[config.mk]
export PLATFORM = sky130hd
export DESIGN_NAME = kexinit_message_parser
export DESIGN_NICKNAME = d
export VERILOG_FILES = /design/src/hw/rtl/kexp_pkg.sv /design/src/hw/rtl/kexinit_message_parser.sv
export SDC_FILE = /design/constraint.sdc
export NUM_CORES = 1
export LEC_CHECK = 0
export BUFFER_PORTS_ARGS = -buffer_cell sky130_fd_sc_hd__buf_4
export CORE_MARGIN = 10
export CORE_UTILIZATION = 35
export CTS_BUF_LIST = sky130_fd_sc_hd__clkbuf_4 sky130_fd_sc_hd__clkbuf_8
export CTS_CLUSTER_DIAMETER = 60
export CTS_CLUSTER_SIZE = 16
export DETAILED_ROUTE_END_ITERATION = 10
export SYNTH_ARGS = -nofsm -noshare
export SYNTH_HDL_FRONTEND = slang
export SYNTH_SLANG_ARGS = --single-unit
[constraint.sdc]
create_clock -name clk -period 8.7 [get_ports clk]
set_input_delay 0.87 -clock clk [delete_from_list [all_inputs] [get_ports clk]]
set_output_delay 0.87 -clock clk [all_outputs]
set_load 0.05 [all_outputs]
[src/hw/rtl/kexp_pkg.sv]
`default_nettype none
// ----------------------------------------------------------------------------
// kexp_pkg
// Types and codes shared by the key-exchange-init message parser.
// ----------------------------------------------------------------------------
package kexp_pkg;

  // Parser phase
  typedef enum logic [2:0] {
    PH_TYPE   = 3'd0,
    PH_COOKIE = 3'd1,
    PH_LEN    = 3'd2,
    PH_LIST   = 3'd3,
    PH_BOOL   = 3'd4,
    PH_RESV   = 3'd5,
    PH_END    = 3'd6
  } phase_t;

  // Byte class codes
  localparam logic [2:0] CLS_TYPE    = 3'd0;
  localparam logic [2:0] CLS_COOKIE  = 3'd1;
  localparam logic [2:0] CLS_LEN     = 3'd2;
  localparam logic [2:0] CLS_LIST    = 3'd3;
  localparam logic [2:0] CLS_BOOL    = 3'd4;
  localparam logic [2:0] CLS_RESV    = 3'd5;
  localparam logic [2:0] CLS_IGNORED = 3'd6;

  // Status codes
  localparam logic [3:0] ST_OK            = 4'd0;
  localparam logic [3:0] ST_BAD_TYPE      = 4'd1;
  localparam logic [3:0] ST_TRUNC_COOKIE  = 4'd2;
  localparam logic [3:0] ST_TRUNC_LEN     = 4'd3;
  localparam logic [3:0] ST_TRUNC_LIST    = 4'd4;
  localparam logic [3:0] ST_TRUNC_BOOL    = 4'd5;
  localparam logic [3:0] ST_TRUNC_RESV    = 4'd6;
  localparam logic [3:0] ST_RESV_NONZERO  = 4'd7;
  localparam logic [3:0] ST_EXTRA_BYTES   = 4'd8;

  localparam logic [7:0] EXPECTED_TYPE_RST = 8'd20;
  localparam logic [2:0] LEN_BYTES         = 3'd4;
  localparam logic [2:0] RESV_BYTES        = 3'd4;

  typedef struct packed {
    logic [7:0] data_byte;
    logic       last;
  } kexp_in_t;

  typedef struct packed {
    logic [2:0] byte_class;
    logic [3:0] list_index;
    logic [7:0] byte_out;
    logic [3:0] status;
    logic       done_res;
    logic       first_follows;
  } kexp_out_t;

endpackage : kexp_pkg
`default_nettype wire

[src/hw/rtl/kexinit_message_parser.sv]
`default_nettype none
// ----------------------------------------------------------------------------
// kexinit_message_parser
// Byte-wide streaming parser for a key-exchange-init payload.
// ----------------------------------------------------------------------------
// Feed the payload one byte per beat, with last set on its final byte. Each
// input beat yields exactly one output beat carrying the byte, its field class
// (type, cookie, length, list, boolean, reserved, ignored) and its name-list
// index. The first error is latched and later bytes come out as ignored; the
// status on the beat marked last is final, and the parser then re-arms for the
// next payload. Unless a stalled output holds off the input, the block takes
// one byte per cycle: the whole state update is a single level of small logic
// (a 32-bit length shift, a 32-bit decrement and zero test) between the parse
// registers and one output register. cfg_wdata sets the expected message type
// and must only be written while the block is idle.
// ----------------------------------------------------------------------------
module kexinit_message_parser
  import kexp_pkg::*;
#(
  parameter int COOKIE_LEN = 16,  // 1..32
  parameter int NUM_LISTS  = 10   // 1..15
) (
  input  wire logic      clk,
  input  wire logic      rst_n,
  // input beats
  input  wire logic      in_valid,
  output logic           in_stall,
  input  wire kexp_in_t  in_data,
  // output beats
  output logic           out_valid,
  input  wire logic      out_stall,
  output kexp_out_t      out_data,
  // configuration
  input  wire logic      cfg_we,
  input  wire logic [7:0] cfg_wdata
);

  // --------------------------------------------------------------------------
  // Parse state
  // --------------------------------------------------------------------------
  phase_t      phase_r,   phase_nxt;
  logic [4:0]  count_r,   count_nxt;    // cookie / length / reserved byte count
  logic [3:0]  list_r,    list_nxt;     // current name list
  logic [31:0] shift_r,   shift_nxt;    // length being assembled, big-endian
  logic [31:0] remain_r,  remain_nxt;   // list bytes still to come
  logic [7:0]  resv_or_r, resv_or_nxt;  // OR of reserved bytes seen
  logic [3:0]  err_r,     err_nxt;      // latched error, ST_OK if none
  logic        follows_r, follows_nxt;  // parsed boolean
  logic [7:0]  exp_type_r;

  logic        out_valid_r;
  kexp_out_t   out_data_r;

  logic        in_acc;
  logic [7:0]  b;
  logic [5:0]  count_inc;     // one wider so a 32-byte cookie is reachable
  logic [31:0] shift_new;
  logic [31:0] remain_dec;
  logic [3:0]  list_inc;
  phase_t      after_list;    // phase following the end of a name list

  logic [2:0]  cls;
  logic [3:0]  idx;
  logic [3:0]  status;

  // An output beat waiting on a stalled receiver holds off the input.
  assign in_stall = out_valid_r && out_stall;
  assign in_acc   = in_valid && !in_stall;
  assign b        = in_data.data_byte;

  assign count_inc  = {1'b0, count_r} + 6'd1;
  assign shift_new  = {shift_r[23:0], b};
  assign remain_dec = remain_r - 32'd1;
  assign list_inc   = list_r + 4'd1;
  assign after_list = (list_inc >= 4'(NUM_LISTS)) ? PH_BOOL : PH_LEN;

  // --------------------------------------------------------------------------
  // Next parse state
  // --------------------------------------------------------------------------
  always_comb begin
    phase_nxt   = phase_r;
    count_nxt   = count_r;
    list_nxt    = list_r;
    shift_nxt   = shift_r;
    remain_nxt  = remain_r;
    resv_or_nxt = resv_or_r;
    err_nxt     = err_r;
    follows_nxt = follows_r;

    // Once an error is latched the rest of the payload is ignored.
    if (err_r == ST_OK) begin
      unique case (phase_r)
        PH_TYPE: begin
          if (b != exp_type_r) begin
            err_nxt = ST_BAD_TYPE;
          end else begin
            count_nxt = '0;
            phase_nxt = PH_COOKIE;
          end
        end
        PH_COOKIE: begin
          count_nxt = count_inc[4:0];
          if (count_inc >= 6'(COOKIE_LEN)) begin
            list_nxt  = '0;
            count_nxt = '0;
            shift_nxt = '0;
            phase_nxt = PH_LEN;
          end
        end
        PH_LEN: begin
          shift_nxt = shift_new;
          count_nxt = count_inc[4:0];
          if (count_inc >= 6'(LEN_BYTES)) begin
            count_nxt  = '0;
            remain_nxt = shift_new;
            if (shift_new == '0) begin
              // empty list: straight on to the next one
              list_nxt  = list_inc;
              shift_nxt = '0;
              phase_nxt = after_list;
            end else begin
              phase_nxt = PH_LIST;
            end
          end
        end
        PH_LIST: begin
          remain_nxt = remain_dec;
          if (remain_dec == '0) begin
            list_nxt  = list_inc;
            count_nxt = '0;
            shift_nxt = '0;
            phase_nxt = after_list;
          end
        end
        PH_BOOL: begin
          follows_nxt = (b != 8'd0);
          count_nxt   = '0;
          resv_or_nxt = '0;
          phase_nxt   = PH_RESV;
        end
        PH_RESV: begin
          resv_or_nxt = resv_or_r | b;
          count_nxt   = count_inc[4:0];
          if (count_inc >= 6'(RESV_BYTES)) begin
            count_nxt = '0;
            if ((resv_or_r | b) != 8'd0) begin
              err_nxt = ST_RESV_NONZERO;
            end else begin
              phase_nxt = PH_END;
            end
          end
        end
        PH_END: begin
          err_nxt = ST_EXTRA_BYTES;
        end
        default: begin
          phase_nxt = PH_TYPE;
        end
      endcase
    end
  end

  // --------------------------------------------------------------------------
  // Output beat contents
  // --------------------------------------------------------------------------
  always_comb begin
    cls = CLS_IGNORED;
    idx = '0;
    if (err_r == ST_OK) begin
      unique case (phase_r)
        PH_TYPE:   cls = CLS_TYPE;
        PH_COOKIE: cls = CLS_COOKIE;
        PH_LEN: begin
          cls = CLS_LEN;
          idx = list_r;
        end
        PH_LIST: begin
          cls = CLS_LIST;
          idx = list_r;
        end
        PH_BOOL:   cls = CLS_BOOL;
        PH_RESV:   cls = CLS_RESV;
        PH_END:    cls = CLS_IGNORED;
        default:   cls = CLS_TYPE;
      endcase
    end

    // Truncation is only judged on the final byte, from the updated phase.
    status = err_nxt;
    if (in_data.last && (err_nxt == ST_OK)) begin
      unique case (phase_nxt)
        PH_COOKIE: status = ST_TRUNC_COOKIE;
        PH_LEN:    status = ST_TRUNC_LEN;
        PH_LIST:   status = ST_TRUNC_LIST;
        PH_BOOL:   status = ST_TRUNC_BOOL;
        PH_RESV:   status = ST_TRUNC_RESV;
        PH_END:    status = ST_OK;
        default:   status = ST_TRUNC_COOKIE;
      endcase
    end
  end

  // --------------------------------------------------------------------------
  // Registers
  // --------------------------------------------------------------------------
  always_ff @(posedge clk) begin
    if (!rst_n) begin
      phase_r     <= PH_TYPE;
      count_r     <= '0;
      list_r      <= '0;
      shift_r     <= '0;
      remain_r    <= '0;
      resv_or_r   <= '0;
      err_r       <= ST_OK;
      follows_r   <= 1'b0;
      exp_type_r  <= EXPECTED_TYPE_RST;
      out_valid_r <= 1'b0;
    end else begin
      if (cfg_we) begin
        exp_type_r <= cfg_wdata;
      end
      if (in_acc) begin
        out_valid_r <= 1'b1;
        if (in_data.last) begin
          // end of payload: re-arm
          phase_r   <= PH_TYPE;
          count_r   <= '0;
          list_r    <= '0;
          shift_r   <= '0;
          remain_r  <= '0;
          resv_or_r <= '0;
          err_r     <= ST_OK;
          follows_r <= 1'b0;
        end else begin
          phase_r   <= phase_nxt;
          count_r   <= count_nxt;
          list_r    <= list_nxt;
          shift_r   <= shift_nxt;
          remain_r  <= remain_nxt;
          resv_or_r <= resv_or_nxt;
          err_r     <= err_nxt;
          follows_r <= follows_nxt;
        end
      end else if (!out_stall) begin
        out_valid_r <= 1'b0;
      end
    end
  end

  // output payload, no reset needed
  always_ff @(posedge clk) begin
    if (in_acc) begin
      out_data_r.byte_class    <= cls;
      out_data_r.list_index    <= idx;
      out_data_r.byte_out      <= b;
      out_data_r.status        <= status;
      out_data_r.done_res      <= in_data.last;
      out_data_r.first_follows <= follows_nxt;
    end
  end

  assign out_valid = out_valid_r;
  assign out_data  = out_data_r;

  // --------------------------------------------------------------------------
  // Assertions
  // --------------------------------------------------------------------------
  // A final beat always leaves the parser re-armed.
  a_rearm: assert property (@(posedge clk) disable iff (!rst_n)
    (in_acc && in_data.last) |=> (phase_r == PH_TYPE && err_r == ST_OK))
    else $error("parser not re-armed after final beat");

  // With an error latched, mid-payload beats leave the phase alone.
  a_err_hold: assert property (@(posedge clk) disable iff (!rst_n)
    (in_acc && !in_data.last && err_r != ST_OK) |=>
      ($stable(phase_r) && $stable(err_r)))
    else $error("state moved after latched error");

  // The list counter never runs past the boolean.
  a_list_range: assert property (@(posedge clk) disable iff (!rst_n)
    list_r <= 4'(NUM_LISTS))
    else $error("list index out of range");

  // Input is only held off by a pending output beat.
  a_stall_src: assert property (@(posedge clk) disable iff (!rst_n)
    in_stall |-> out_valid_r)
    else $error("input stalled with no pending output");

endmodule : kexinit_message_parser
`default_nettype wire

==> results.py <==
metrics = {
    "drt": {
        "drt_iter0_drc": 498,
        "drc": 0,
        "routedWlPerCell_um": 17.6,
        "met2_length_um": 7560,
        "wl_met3_um": 949,
        "ant_nets": 0,
        "vias_per_cell": 5.64,
        "drt_pass1_iterations": 5,
        "routed_wirelength_um": 17200,
        "drt-met1-wl_um": 8210,
        "vias": 5484,
        "top_layer_used": "met4",
    },
    "finish": {
        "layout-drive-gt1-share_pct": 13.4,
        "ff_latch_area_um2": 2430,
        "num-fill-cells": 1719,
        "multi_input_area_um2": 3350,
        "nets": 775,
        "area_growth_pct": 10.5,
        "fin_area_um2": 6680,
        "antenna_cells": 0,
    },
    "logic_synthesis": {
        "synthTopCellsByArea": "dfxtp_1 30%, edfxtp_1 10%, nor2_1 5.7%",
        "yosys_warnings": 0,
        "synth_compound_area_share_pct": 18.9,
        "synthSimpleGateAreaFrac_pct": 28.7,
        "ys_seq_area_share_pct": 40.2,
        "muxShareOfSynthArea_pct": 3.66,
        "syn_avg_cell_area_um2": 8.25,
        "netlist_instances": 733,
        "synth-xor-area-share_pct": 2.75,
        "synth_edf_count": 21,
        "ys_types": 71,
        "netlist_area_um2": 6040,
        "synth-seq-cells": 111,
        "yosysTopAreaCell": "dfxtp_1",
        "synth_ff_type": "dfxtp_1",
        "synth_fa_ha_area_share_pct": 1.03,
        "syn-num-nets": 760,
        "async_flop_share_pct": 0,
        "synth_top_area_share_pct": 29.8,
        "synth_top_family_by_area": "simple AND/OR/NAND/NOR gates",
    },
    "clock_tree": {
        "post_cts_buffers": 0,
        "cts.path.max_buffers": 2,
        "clk_pin_slew_worst_paths_ns": 0.11,
        "insertion_delay_ns": 0.40,
        "numCtsBuffers": 9,
        "cts_hold_buf": 0,
        "cts_tree": "yes",
        "cts-resized-gates": 0,
        "cts.sinks": 111,
        "h-tree-depth": 3,
        "cts_root_buf": "clkbuf_8",
    },
    "outcome": {
        "outcome": "finished, final reports clean",
    },
    "placed_design": {
        "place_hpwl_um": 11800,
        "place_congestion": 0.850,
        "numPortBuffers": 44,
        "placed_area_um2": 6480,
    },
    "floorplanning": {
        "boundaryPins": 45,
        "die-area_um2": 22900,
        "start_util_pct": 36.1,
        "die_w_um": 151,
        "coreArea_um2": 16800,
        "fp.dieH_um": 151,
        "rows": 47,
    },
    "grt": {
        "first_global_vias": 5216,
        "grt_remaining_overflow": 0,
        "grt_pass1_wl_um": 28000,
        "antenna_found_initial": 0,
        "grt_max_degree": 73,
        "grt_use_total_pct": 15.2,
    },
    "setup_path": {
        "endpoint_kind": "register",
        "cp-start-kind": "register",
        "crit_family": "simple AND/OR/NAND/NOR gates",
        "critPathKind": "register to register",
        "cpPeakStageDelay_ns": 0.78,
        "path_buf_inv": 0,
        "crit_required_ns": 8.87,
        "crit_fanout": 14,
        "cp_common_cell": "nand4_1",
        "cp.arrival_ns": 4.20,
        "cpMaxStageDelayCell": "nand4_1",
        "reg2reg_setup_slack_ns": 4.67,
        "crit_chain": "nor4_1, nand4_1, o21ai_0, nand4_1, nor3_2, a21oi_2, o22a_4, a22o_1, a211o_1",
    },
    "sta": {
        "fin_crit_ns": 4.03,
        "setup_viol": 0,
        "rsz0062_at_grt": "false",
        "finClkSkew_ns": 0.0106,
        "finalCritPeriodShare_pct": 46.4,
        "worstMarginPinSlew_ns": 1.03,
        "finalMaxSlewViolations": 0,
        "timing.max_slew.rel_slack_pct": 30.6,
        "timing.setup.tns_ns": 0,
        "hold_violations": 0,
        "max_freq_mhz": 248,
    },
    "pwr": {
        "p_leak_uw": 0.00247,
        "powerDensity_nw_per_um2": 153,
        "ir_drop_v": 0.000113,
    },
    "run": {
        "cap_violations": 0,
    },
    "min_path": {
        "holdCritPathClass": "register to register",
    },
}
==> worst reg2reg max path: stages, from the launching register on <==
cell and delay [ns]:
dfxtp_1 0.42, nor4_1 0.73, nand4_1 0.78, o21ai_0 0.49, nand4_1 0.20, nor3_2 0.28
a21oi_2 0.13, o22a_4 0.28, a22o_1 0.21, a211o_1 0.29
==> state kept, by name, indices dropped and copies added, names as in the netlist <==
| name | count |
|---|---|
| count_r | 5 |
| err_r | 4 |
| exp_type_r | 8 |
| follows_r | 1 |
| list_r | 4 |
| out_data | 21 |
| out_valid | 1 |
| phase_r | 3 |
| remain_r | 32 |
| resv_or_r | 8 |
| shift_r | 24 |
==> through the flow <==
step / total power (µW) / cells / util, % / setup slack (ns) / hold WS (ns)
global placement: 697 / 957 / 38.7 / 4.70 / 0.455
CTS: 1030 / 973 / 39.9 / 4.81 / 0.475
global route: 1060 / 973 / 39.9 / 4.34 / 0.506
floorplan: 652 / 733 / - / 5.52 / 0.434
finish: 1020 / 973 / 39.9 / 4.67 / 0.476
detailed placement: 697 / 957 / 38.7 / 4.73 / 0.456
==> final cells by class <==
class	instances	share of cell area (%)
multi-input cells	564	50.1
inverters	11	0.618
flip-flops and latches	111	36.4
clock inverters	7	1.18
well taps	220	4.12
clock buffers	9	1.85
repair buffers	51	5.73
==> per-layer routing <==
metal | up-vias | GRT usage (%)
met5 | - | 0
met4 | 0 | 7.51
met3 | 24 | 2.92
met2 | 156 | 22.4
met1 | 2601 | 20.7
li1 | 2703 | -
==> synthesized netlist by cell type (10+ instances only) <==
cell / instances
a21oi_1: 59
a22oi_1: 25
and2_1: 15
clkbuf_1: 37
dfxtp_1: 90
edfxtp_1: 21
mux2i_1: 21
nand2_1: 77
nand2b_1: 23
nand3_1: 27
nand4_1: 10
nor2_1: 91
nor3_1: 16
nor4_1: 29
o21ai_0: 43
xor2_1: 11
==> cell families (layout without fill, tap and decap cells) <==
logic type      after synthesis  count (layout)
buf+inv                      58              78
fa+ha+maj                     5               5
mux                          22              22
xor+xnor                     19              19
compound gates              180             180
flops                       111             111
simple gates                338             338
==> report_power, final <==
part	switching (µW)	internal (µW)
Clock	198	137
Sequential	6.65	535
Combinational	97.3	46.9
==> placed cells by master, fill, tap and decap left out, types with 16 or more instances in the layout <==
| master | synthesis | layout |
|---|---|---|
| edfxtp_1 | 21 | 21 |
| buf_4 | 0 | 51 |
| nand3_1 | 27 | 27 |
| nand2_1 | 77 | 77 |
| a22oi_1 | 25 | 25 |
| nor2_1 | 91 | 91 |
| a21oi_1 | 59 | 59 |
| o21ai_0 | 43 | 42 |
| mux2i_1 | 21 | 21 |
| dfxtp_1 | 90 | 90 |
| nor4_1 | 29 | 27 |
| nor3_1 | 16 | 16 |
| nand2b_1 | 23 | 23 |
==> worst paths after layout <==
kind | endpoint | cells past startpoint | start
setup / recovery | out_data[4] | 9 | remain_r[2]
hold / removal | count_r[4] | 2 | count_r[4]
setup reg to reg | out_data[4] | 9 | remain_r[2]
hold reg to reg | count_r[4] | 2 | count_r[4]
No activity file was read; power rests on OpenSTA's default activity.
